--- src/rtl/negative_base_converter_unit_defines.svh ---
// Assertion macros for the converter RTL.
`ifndef NEGATIVE_BASE_CONVERTER_UNIT_DEFINES_SVH
`define NEGATIVE_BASE_CONVERTER_UNIT_DEFINES_SVH

// Same-cycle implication, sampled on clk, off during rst.
`define NBC_ASSERT_SAME(label, ante, cons) \
  label: assert property (@(posedge clk) disable iff (rst) (ante) |-> (cons)) \
    else $error("nbc assertion failed");

// Next-cycle implication, sampled on clk, off during rst.
`define NBC_ASSERT_NEXT(label, ante, cons) \
  label: assert property (@(posedge clk) disable iff (rst) (ante) |=> (cons)) \
    else $error("nbc assertion failed");

`endif

--- src/rtl/nbc_pkg.sv ---
`default_nettype none
package nbc_pkg;

  localparam int DIGIT_W = 6;
  localparam int CHAR_W  = 7;

  localparam logic [DIGIT_W-1:0] RADIX_MIN      = 6'd2;
  localparam logic [DIGIT_W-1:0] RADIX_MAX      = 6'd36;
  localparam logic [DIGIT_W-1:0] RADIX_RESET    = 6'd2;
  localparam logic [DIGIT_W-1:0] DECIMAL_DIGITS = 6'd10;
  localparam logic [CHAR_W-1:0]  CHAR_ZERO      = 7'd48;
  localparam logic [CHAR_W-1:0]  ALPHA_OFFSET   = 7'd55;

  typedef enum logic [3:0] {
    S_IDLE  = 4'b0001,
    S_CHECK = 4'b0010,
    S_DIV   = 4'b0100,
    S_READ  = 4'b1000
  } state_t;

  function automatic logic [CHAR_W-1:0] digit_to_char(input logic [DIGIT_W-1:0] d);
    logic [CHAR_W-1:0] dx;
    dx = {1'b0, d};
    return (d < DECIMAL_DIGITS) ? dx + CHAR_ZERO : dx + ALPHA_OFFSET;
  endfunction

  function automatic logic [DIGIT_W-1:0] clamp_radix(input logic [DIGIT_W-1:0] m);
    logic [DIGIT_W-1:0] r;
    r = m;
    if (m < RADIX_MIN) r = RADIX_MIN;
    else if (m > RADIX_MAX) r = RADIX_MAX;
    return r;
  endfunction

endpackage
`default_nettype wire

--- src/rtl/nbc_ram.sv ---
`default_nettype none
module nbc_ram #(
  parameter int WIDTH = 6,
  parameter int DEPTH = 34
) (
  input  logic                     clk,
  input  logic                     we,
  input  logic [$clog2(DEPTH)-1:0] waddr,
  input  logic [WIDTH-1:0]         wdata,
  input  logic [$clog2(DEPTH)-1:0] raddr,
  output logic [WIDTH-1:0]         rdata
);

  logic [WIDTH-1:0] mem [DEPTH];

  always_ff @(posedge clk) begin
    if (we) begin
      mem[waddr] <= wdata;
    end
    rdata <= mem[raddr];
  end

endmodule
`default_nettype wire

--- src/rtl/nbc_div.sv ---
`default_nettype none
module nbc_div #(
  parameter int DW = 33
) (
  input  logic                        clk,
  input  logic                        rst,
  input  logic                        start,
  input  logic [DW-1:0]               dividend,
  input  logic [nbc_pkg::DIGIT_W-1:0] divisor,
  output logic                        done,
  output logic [DW-1:0]               quotient,
  output logic [nbc_pkg::DIGIT_W-1:0] remainder
);
  import nbc_pkg::*;

  localparam int NW = $clog2(DW + 1);

  logic [DW-1:0]      quo;
  logic [DIGIT_W-1:0] rem;
  logic [NW-1:0]      cnt;
  logic               running;
  logic [DIGIT_W:0]   trial;
  logic [DIGIT_W:0]   diff;
  logic               ge;

  // restoring divide, one quotient bit per cycle
  assign trial = {rem, quo[DW-1]};
  assign ge    = trial >= {1'b0, divisor};
  assign diff  = trial - {1'b0, divisor};

  always_ff @(posedge clk) begin
    if (rst) begin
      running <= 1'b0;
      done    <= 1'b0;
      cnt     <= '0;
    end else begin
      done <= 1'b0;
      if (start) begin
        running <= 1'b1;
        cnt     <= NW'(DW);
      end else if (running) begin
        cnt <= cnt - 1'b1;
        if (cnt == NW'(1)) begin
          running <= 1'b0;
          done    <= 1'b1;
        end
      end
    end
  end

  always_ff @(posedge clk) begin
    if (start) begin
      quo <= dividend;
      rem <= '0;
    end else if (running) begin
      quo <= {quo[DW-2:0], ge};
      rem <= ge ? diff[DIGIT_W-1:0] : trial[DIGIT_W-1:0];
    end
  end

  assign quotient  = quo;
  assign remainder = rem;

endmodule
`default_nettype wire

--- src/rtl/negative_base_converter_unit.sv ---
`default_nettype none
// Negative base converter: writes a signed value in base -M as ASCII digits.
// Config: radix_we/radix_data set the magnitude M (values below 2 act as 2,
//   above 36 as 36); write it only while busy is low. Reset value is 2.
// Input: value is taken at a clock edge with start high and busy low.
// Output: one word per digit, most significant first, on digit_char with
//   valid high for exactly one cycle; last marks the least significant digit.
//   Words of one number come on consecutive cycles. Zero gives a single '0'.
// Flow: each digit takes one pass of the shared restoring divider over
//   VALUE_WIDTH+1 quotient bits plus a step through S_CHECK; readout from
//   the digit RAM follows. Busy stays high from acceptance until the last
//   word is out, so one number is in flight at a time.
// At most MAX_DIGITS low digits are kept; higher ones are dropped.
// Reset (rst, synchronous) returns the sequencer to idle and drops any
//   number in progress; the digit RAM needs no clearing.
// The receiver cannot stall: every word must be taken in its cycle.
module negative_base_converter_unit #(
  parameter int MAX_DIGITS  = 34,
  parameter int VALUE_WIDTH = 32
) (
  input  logic                        clk,
  input  logic                        rst,
  input  logic                        start,
  output logic                        busy,
  input  logic signed [VALUE_WIDTH-1:0] value,
  input  logic                        radix_we,
  input  logic [nbc_pkg::DIGIT_W-1:0] radix_data,
  output logic                        valid,
  output logic [nbc_pkg::CHAR_W-1:0]  digit_char,
  output logic                        last
);
  import nbc_pkg::*;
  `include "negative_base_converter_unit_defines.svh"

  localparam int RW = VALUE_WIDTH + 1;
  localparam int AW = $clog2(MAX_DIGITS);
  localparam int CW = $clog2(MAX_DIGITS + 1);

  state_t                state;
  logic [DIGIT_W-1:0]    radix_magnitude;
  logic [DIGIT_W-1:0]    m;
  logic signed [RW-1:0]  remaining;
  logic [CW-1:0]         digit_count;
  logic [CW-1:0]         rd_idx;
  logic                  pend;
  logic                  pend_last;

  logic                  neg;
  logic [RW-1:0]         mag;
  logic                  div_start;
  logic                  div_done;
  logic [RW-1:0]         uq;
  logic [DIGIT_W-1:0]    ur;
  logic [DIGIT_W-1:0]    digit;
  logic signed [RW-1:0]  remaining_next;
  logic                  more;

  logic                  ram_we;
  logic [AW-1:0]         ram_waddr;
  logic [DIGIT_W-1:0]    ram_wdata;
  logic [DIGIT_W-1:0]    ram_rdata;

  assign m    = clamp_radix(radix_magnitude);
  assign neg  = remaining[RW-1];
  assign mag  = neg ? RW'(-remaining) : RW'(remaining);
  assign more = (remaining != '0) && (digit_count < CW'(MAX_DIGITS));
  assign div_start = (state == S_CHECK) && more;

  // negabase rule: non-negative digit, quotient adjusted on negative values
  always_comb begin
    if (neg) begin
      digit          = (ur != '0) ? m - ur : '0;
      remaining_next = $signed(uq + RW'(ur != '0));
    end else begin
      digit          = ur;
      remaining_next = $signed(RW'(-uq));
    end
  end

  nbc_div #(.DW(RW)) u_div (
    .clk       (clk),
    .rst       (rst),
    .start     (div_start),
    .dividend  (mag),
    .divisor   (m),
    .done      (div_done),
    .quotient  (uq),
    .remainder (ur)
  );

  always_comb begin
    ram_we    = 1'b0;
    ram_waddr = digit_count[AW-1:0];
    ram_wdata = digit;
    if (state == S_CHECK && remaining == '0 && digit_count == '0) begin
      ram_we    = 1'b1;
      ram_wdata = '0;
    end else if (state == S_DIV && div_done) begin
      ram_we = 1'b1;
    end
  end

  nbc_ram #(.WIDTH(DIGIT_W), .DEPTH(MAX_DIGITS)) u_ram (
    .clk   (clk),
    .we    (ram_we),
    .waddr (ram_waddr),
    .wdata (ram_wdata),
    .raddr (rd_idx[AW-1:0]),
    .rdata (ram_rdata)
  );

  assign busy = (state != S_IDLE) || pend;

  always_ff @(posedge clk) begin
    if (rst) begin
      state           <= S_IDLE;
      radix_magnitude <= RADIX_RESET;
      remaining       <= '0;
      digit_count     <= '0;
      rd_idx          <= '0;
      pend            <= 1'b0;
      pend_last       <= 1'b0;
      valid           <= 1'b0;
      last            <= 1'b0;
    end else begin
      if (radix_we) begin
        radix_magnitude <= radix_data;
      end
      pend  <= 1'b0;
      valid <= pend;
      last  <= pend && pend_last;
      unique case (state)
        S_IDLE: begin
          if (start && !busy) begin
            remaining   <= RW'(value);
            digit_count <= '0;
            state       <= S_CHECK;
          end
        end
        S_CHECK: begin
          if (more) begin
            state <= S_DIV;
          end else begin
            if (digit_count == '0) begin
              digit_count <= CW'(1);
              rd_idx      <= '0;
            end else begin
              rd_idx <= digit_count - 1'b1;
            end
            state <= S_READ;
          end
        end
        S_DIV: begin
          if (div_done) begin
            remaining   <= remaining_next;
            digit_count <= digit_count + 1'b1;
            state       <= S_CHECK;
          end
        end
        S_READ: begin
          pend      <= 1'b1;
          pend_last <= (rd_idx == '0);
          if (rd_idx == '0) begin
            state <= S_IDLE;
          end else begin
            rd_idx <= rd_idx - 1'b1;
          end
        end
        default: state <= S_IDLE;
      endcase
    end
  end

  always_ff @(posedge clk) begin
    if (pend) begin
      digit_char <= digit_to_char(ram_rdata);
    end
  end

  `NBC_ASSERT_NEXT(a_accept_starts, start && !busy, state == S_CHECK)
  `NBC_ASSERT_NEXT(a_words_back_to_back, valid && !last, valid)
  `NBC_ASSERT_SAME(a_count_bound, 1'b1, digit_count <= CW'(MAX_DIGITS))
  `NBC_ASSERT_SAME(a_div_nonzero, state == S_DIV, remaining != '0)
  `NBC_ASSERT_SAME(a_valid_in_readout, valid, state == S_READ || state == S_IDLE)

endmodule
`default_nettype wire
--- config.mk ---
export PLATFORM = sky130hd
export DESIGN_NAME = negative_base_converter_unit
export DESIGN_NICKNAME = d
export VERILOG_FILES = /design/src/rtl/nbc_pkg.sv /design/src/rtl/nbc_ram.sv /design/src/rtl/nbc_div.sv /design/src/rtl/negative_base_converter_unit.sv
export VERILOG_INCLUDE_DIRS = /design/src /design/src/rtl
export SDC_FILE = /design/constraint.sdc
export NUM_CORES = 1
export LEC_CHECK = 0
export ABC_AREA = 1
export ABC_CLOCK_PERIOD_IN_PS = 4000
export BUFFER_PORTS_ARGS = -buffer_cell sky130_fd_sc_hd__buf_2
export CAP_MARGIN = 20
export CORE_ASPECT_RATIO = 1.1
export CORE_UTILIZATION = 35
export DETAILED_ROUTE_END_ITERATION = 7
export PLACE_DENSITY = 0.51
export SYNTH_ARGS = -nofsm -noshare
export SYNTH_HDL_FRONTEND = slang
export SYNTH_SLANG_ARGS = --single-unit
--- constraint.sdc ---
create_clock -name clk -period 4 [get_ports clk]
set_clock_uncertainty 0.15 [all_clocks]
set_input_delay 0.4 -clock clk [delete_from_list [all_inputs] [get_ports clk]]
set_output_delay 0.4 -clock clk [all_outputs]
set_load 0.01 [all_outputs]
==> flow_metrics.py, run 1 <==
metrics = {
    "final_layout": {
        "final_common_cell": "nand2_1",
        "drive_gt1_share_pct": 8.25,
        "num-nets-final": 2149,
        "areaGrowthSynthToFinish_pct": 13.9,
        "num_antenna_cells": 0,
        "mostFrequentLayoutCells": "nand2_1 (494), nor2_1 (371), edfxtp_1 (244), o21ai_0 (179), inv_1 (140)",
        "post-route-cell-area_mm2": 0.0192,
    },
    "sta": {
        "tightest_slew_ns": 1.06,
        "tns_ns": 0,
        "fin_ws_ns": 0.736,
        "slew_viol_final": 0,
        "fin_crit_ns": 3.26,
        "finalHoldViolations": 0,
        "finalSetupViolCount": 0,
        "hold_ws_ns": 0.0486,
        "rsz0062_at_grt": "false",
        "slew-limit-headroom_pct": 29.1,
        "max_freq_mhz": 306,
        "period_share_pct": 81.6,
    },
    "place": {
        "placed_cell_area_mm2": 0.0178,
        "post-place-ws_ns": 0.800,
        "port_buffers": 51,
        "dp_hpwl_mm": 34.4,
        "gp_congestion": 0.924,
    },
    "setup_path": {
        "cp.depth": 11,
        "crit_start": "remaining[16]$_SDFFE_PP0P_",
        "required_ns": 4.14,
        "cp-endpoint": "u_div.quotient[22]$_DFFE_PP_",
        "r2r_end": "u_div.quotient[22]$_DFFE_PP_",
        "end_kind": "register",
        "r2r-start": "remaining[16]$_SDFFE_PP0P_",
        "crit_path_start_kind": "register",
        "critPathKind": "reg2reg",
        "reg2reg_depth": 11,
        "crit_path_top_delay_cell": "buf_4",
        "path_cells": "nor2_1, nand2_1, nor2_1, nand2_1, nor2_1, nand2_1, nand3_4, buf_4, inv_2, nand3b_1, o21ai_0",
        "critPathBufInv": 2,
        "crit_arrival_ns": 3.40,
        "critical-path-top-delay-family": "simple AND/OR/NAND/NOR gates",
        "critical_path_peak_fanout": 45,
        "max_stage_delay_ns": 0.46,
        "r2r_slack_ns": 0.74,
    },
    "power_and_ir_drop": {
        "ir_drop_uv": 330,
        "powerDensity_mw_per_mm2": 507,
        "total_power_uw": 9740,
        "p_leak_uw": 0.00751,
    },
    "route": {
        "drc": 0,
        "ant_nets": 0,
        "vias": 13963,
        "drt_iter0_drc": 890,
        "routedWlPerCell_um": 17.8,
        "drt-pass1-iter-count": 6,
        "wl_mm": 49.1,
        "routed_via_density": 5.07,
    },
    "synth": {
        "synth_ff_type": "edfxtp_1",
        "synth_edf_count": 244,
        "netlist_area_mm2": 0.0169,
        "yosysWarnings": 0,
        "async_flop_share_pct": 0,
        "syn-num-nets": 2107,
        "ys_ff_latch": 323,
        "ys_types": 46,
        "avgSynthCellArea_um2": 8.28,
        "synth_cells": 2038,
        "synth-seq-area-share_pct": 52.8,
    },
    "clocking": {
        "cts.reportedPaths.clkPinSlew_ns": 0.06,
        "cts_tree": "yes",
        "htree_levels": 2,
        "clk_latency_ns": 0.55,
        "cts_sinks": 323,
        "cts_buffer_depth": 3,
        "cts_root_buf": "clkbuf_16",
        "tritoncts.num_buffers": 38,
    },
    "flow_run": {
        "maxCapViolations": 0,
    },
    "run_status": {
        "status": "finished clean",
    },
    "global_route": {
        "grt_pass1_vias": 13742,
        "grt_overflow": 0,
        "grt_start_max_net_pins": 105,
        "grt_pass1_wl_mm": 76.5,
        "grt_use_total_pct": 20.2,
        "grt_antenna_before_repair": 0,
    },
    "floorplanning": {
        "pin_count": 52,
        "die_y_um": 232,
        "die-area_mm2": 0.0491,
        "core_mm2": 0.0477,
        "initial_core_util_pct": 35.4,
        "die_x_um": 211,
        "std_cell_rows": 84,
    },
    "min_path": {
        "worst_hold_path_type": "in2reg",
    },
}
[cell usage after synthesis (all sizes together) (11+ instances only)]
library cell | n | area [um^2]
nand2 | 501 | 1900
nor2 | 377 | 1440
edfxtp | 244 | 7330
o21ai | 203 | 1020
inv | 145 | 547
nand3 | 123 | 661
dfxtp | 79 | 1580
a21oi | 71 | 359
o22ai | 55 | 344
clkbuf | 45 | 169
buf | 37 | 206
xor2 | 36 | 315
nand4 | 29 | 200
ha | 25 | 313
nor3 | 22 | 110
xnor2 | 11 | 96.3
[layer usage]
layer / vias to the layer above / track usage, % / wire length [um] / part of all wire, %
met5: - / 0 / 0 / 0
met2: 302 / 34.5 / 23600 / 48
met1: 6603 / 25.5 / 21900 / 45
met4: 0 / 8.45 / 1890 / 3.8
met3: 99 / 2.60 / 1750 / 3.6
li1: 6959 / - / - / -
[cells by family after synthesis]
group / synth area share [%]
and+or+nand+nor: 26.1
AOI/OAI and AO/OA: 11.1
xor gates and xnor gates: 2.44
buffers and inverters: 5.49
adders and majority gates: 2.09
DFF: 52.8
[cell type report]
| type | instances | area (um^2) |
|---|---|---|
| well taps | 645 | 807 |
| inverters | 146 | 551 |
| flip-flops and latches | 323 | 8910 |
| fillers | 4895 | 28500 |
| multi-input cells | 1487 | 7050 |
| clock inverters | 25 | 317 |
| repair buffers | 84 | 541 |
| clock buffers | 45 | 1040 |
[registers in the layout (all words and copies together) (netlist names)]
| register | cells |
|---|---|
| radix_magnitude | 6 |
| u_div.running | 1 |
| u_ram.rdata | 6 |
| remaining | 33 |
| pend_last | 1 |
| rd_idx | 6 |
| state | 4 |
| u_div.remainder | 6 |
| u_div.done | 1 |
| u_div.quotient | 33 |
| u_ram.mem | 204 |
| last | 1 |
| u_div.cnt | 6 |
| digit_count | 6 |
| digit_char | 7 |
| valid | 1 |
| pend | 1 |
[stage by stage]
stage	utilization, %	std cells
global route	40.3	2755
CTS	40.3	2755
detailed placement	37.2	2675
global placement	37.2	2675
finish	40.3	2755
floorplan	-	2038
[power breakdown]
| group | internal (uW) | switching, uW | total (uW) |
|---|---|---|---|
| registers | 4000 | 131 | 4130 |
| logic | 549 | 1320 | 1870 |
| clock network | 2320 | 1430 | 3750 |
| total | 6860 | 2880 | 9740 |
[repair_timing]
action                                 4_1_cts  5_1_grt
endpoints found under the hold margin        7        0
resized for setup                            0        0
hold buffers                                10        0
buffers inserted                             0        0
[worst min-delay path by stage]
| stage | startpoint | endpoint | cells past startpoint |
|---|---|---|---|
| 2_1_floorplan | pend_last$_SDFFE_PP0P_ | last$_SDFF_PP0_ | 2 |
| 3_3_place_gp | u_ram.mem[33][0]$_DFFE_PP_ | u_ram.rdata[0]$_DFF_P_ | 2 |
| 3_5_place_dp | u_ram.mem[33][0]$_DFFE_PP_ | u_ram.rdata[0]$_DFF_P_ | 2 |
| 4_1_cts | value[31] | remaining[32]$_SDFFE_PP0P_ | 3 |
| 5_1_grt | value[31] | remaining[32]$_SDFFE_PP0P_ | 3 |
| 6_report | value[31] | remaining[32]$_SDFFE_PP0P_ | 3 |
[worst reg2reg max path, cell delays in order, from the launching register on]
cell and delay [ns]:
dfxtp_1 0.38, nor2_1 0.42, nand2_1 0.31, nor2_1 0.17, nand2_1 0.15, nor2_1 0.12, nand2_1 0.09, nand3_4 0.23
buf_4 0.47, inv_2 0.27, nand3b_1 0.16, o21ai_0 0.08
Power figures use the tool's default switching activity.
==> run 2, diff against run 1 <==
ABC_CLOCK_PERIOD_IN_PS = 3100   (was 4000)
clock period = 3.1 ns   (was 4 ns; I/O delays follow)
==> run 2 against run 1 <==
Design area is 2.3% higher. Flip-flop and latch count is the same. Largest cell class unchanged. Clock power rose by 17%. Non-clock buffer count increased by 62. Final cell count grew 2.1%. Global-route usage is 0.17 points higher. Setup slack got worse by 0.53 ns. Wire length is 1.0% higher. Sequential power is 29% higher. Power increased by 25%. Combinational power up 33%. Critical path type unchanged.
==> flow_metrics.py, run 2 (synthesis results as in run 1) <==
metrics = {
    "setup_path": {
        "path_cells": "inv_1, ha_1, nand3_1, nor2_1, nand3_4, nand2_4, nand2_1, nor2_1",
        "critical_path_peak_fanout": 10,
        "critPathKind": "reg2reg",
        "crit_path_top_delay_cell": "nor2_1",
        "crit_arrival_ns": 2.94,
        "required_ns": 3.15,
        "end_kind": "register",
        "max_stage_delay_ns": 0.46,
        "cp_common_cell": "nor2_1",
        "crit_path_start_kind": "register",
    },
    "floorplanning": {
        "die_y_um": 232,
        "std_cell_rows": 84,
        "core_mm2": 0.0477,
        "pin_count": 52,
        "die-area_mm2": 0.0491,
        "die_x_um": 211,
        "initial_core_util_pct": 35.4,
    },
    "sta": {
        "tns_ns": 0,
        "period_share_pct": 93.4,
        "max_freq_mhz": 345,
        "finalHoldViolations": 0,
        "finalSetupViolCount": 0,
        "tightest_slew_ns": 0.835,
        "slew-limit-headroom_pct": 43.9,
        "rsz0062_at_grt": "false",
        "fin_crit_ns": 2.89,
        "slew_viol_final": 0,
    },
    "power_and_ir_drop": {
        "powerDensity_mw_per_mm2": 620,
        "total_power_uw": 12200,
        "p_switching_uw": 3710,
        "ir_drop_uv": 411,
        "clkPwrFrac_pct": 36.0,
        "p_sw_share_pct": 30.4,
        "combPwrFrac_pct": 20.3,
        "p_leak_uw": 0.00775,
        "p_int_uw": 8470,
        "pwr-share-seq_pct": 43.7,
    },
    "run_status": {
        "status": "finished clean",
    },
    "final_layout": {
        "post-route-cell-area_mm2": 0.0197,
        "drive_gt1_share_pct": 9.69,
        "num-nets-final": 2209,
        "mostFrequentLayoutCells": "nand2_1 (494), nor2_1 (371), edfxtp_1 (244), o21ai_0 (179), inv_1 (140)",
        "areaGrowthSynthToFinish_pct": 16.5,
        "final_common_cell": "nand2_1",
        "top_register": "u_ram.mem",
        "layout.cells.non_filler": 2813,
        "multi_input_area_mm2": 0.00704,
        "fillers": 4879,
        "final-seq-area_mm2": 0.00891,
        "num_antenna_cells": 0,
        "largest_register_ff_count": 204,
    },
    "clocking": {
        "cts_sinks": 323,
        "clk_latency_ns": 0.55,
        "cts.reportedPaths.clkPinSlew_ns": 0.06,
        "cts_resized": 0,
        "tritoncts.num_buffers": 36,
        "cts_buffer_depth": 3,
        "cts_root_buf": "clkbuf_16",
        "cts_tree": "yes",
        "htree_levels": 2,
    },
    "route": {
        "routed_via_density": 5.02,
        "drt-pass1-iter-count": 5,
        "drc": 0,
        "vias": 14130,
        "ant_nets": 0,
        "drt_iter0_drc": 893,
        "routedWlPerCell_um": 17.6,
        "wl_mm": 49.6,
    },
    "global_route": {
        "grt_antenna_before_repair": 0,
        "grt_pass1_vias": 13598,
        "grt_pass1_wl_mm": 76.8,
        "grt_use_total_pct": 20.3,
        "grt_overflow": 0,
        "grt_start_max_net_pins": 105,
    },
    "place": {
        "gp_congestion": 0.915,
        "port_buffers": 51,
        "dp_hpwl_mm": 34.6,
        "placed_cell_area_mm2": 0.0182,
        "placed_cells": 2717,
    },
    "min_path": {
        "worst_hold_path_type": "in2reg",
    },
    "flow_run": {
        "maxCapViolations": 0,
    },
}
-- run 2: cell count changes in the layout (fill, tap and decap cells not counted), moves of 2 or more --
cell	before	now
clkinv_1	7	5
buf_12	1	8
dlygate4sd3_1	10	30
clkbuf_16	39	36
clkinv_2	8	4
clkbuf_1	2	6
clkbuf_8	4	0
bufinv_16	7	4
clkinvlp_4	2	4
inv_6	1	3
buf_4	22	57
clkinv_4	0	3
-- run 2: cell type report --
type                    instances  share of cell area (%)
flip-flops and latches        323                    45.3
multi-input cells            1487                    35.8
repair buffers                146                    5.82
clock buffers                  42                    4.70
well taps                     645                    4.11
inverters                     146                    2.80
clock inverters                24                    1.39
-- run 2: stage by stage --
stage,setup slack (ns),utilization [%],hold WS [ns]
after floorplan,0.169,-,0.271
after global placement,0.230,38.0,0.301
after CTS,0.167,41.2,0.00719
final,0.205,41.2,0.0289
after global routing,0.0163,41.2,0.0482
after detailed placement,0.211,38.0,0.306
-- run 2: worst paths after layout --
kind / cells past startpoint / slack [ns] / from / to
worst max register to register: 8 / 0.21 / digit_count[0]$_SDFFE_PP0P_ / u_ram.mem[16][3]$_DFFE_PP_
worst min register to register: 2 / 0.30 / u_ram.mem[33][0]$_DFFE_PP_ / u_ram.rdata[0]$_DFF_P_
worst max-delay path: 8 / 0.21 / digit_count[0]$_SDFFE_PP0P_ / u_ram.mem[16][3]$_DFFE_PP_
worst min-delay path: 5 / 0.03 / value[9] / remaining[9]$_SDFFE_PP0P_
-- run 2: routing by layer --
metal / track usage (%) / part of all wire (%) / vias up
li1: - / - / 7065
met1: 25.8 / 44 / 6671
met2: 35.0 / 49 / 311
met3: 2.64 / 4.2 / 83
met4: 7.74 / 3.4 / 0
met5: 0 / 0 / -
-- run 2: what timing repair did --
action	4_1_cts	5_1_grt
endpoints found under the hold margin	25	0
hold buffers	30	0
buffers inserted	0	0
-- run 2: power groups by stage --
| stage | Sequential [uW] | Combinational [uW] | Clock, uW |
|---|---|---|---|
| after global routing | 5340 | 2790 | 4640 |
| after floorplan | 5350 | 1610 | 0 |
| final | 5320 | 2480 | 4390 |
| after global placement | 5410 | 2450 | 0 |
| after detailed placement | 5410 | 2460 | 0 |
| after CTS | 5320 | 2500 | 4500 |
-- run 2: worst max-delay path: cells and delay by family, from the launching register on --
| kind | cells | cell delay (ns) |
|---|---|---|
| adder cells (fa/ha/maj) | 1 | 0.20 |
| flip-flops | 1 | 0.44 |
| buffers and inverters | 1 | 0.30 |
| AND/OR/NAND/NOR | 6 | 1.43 |
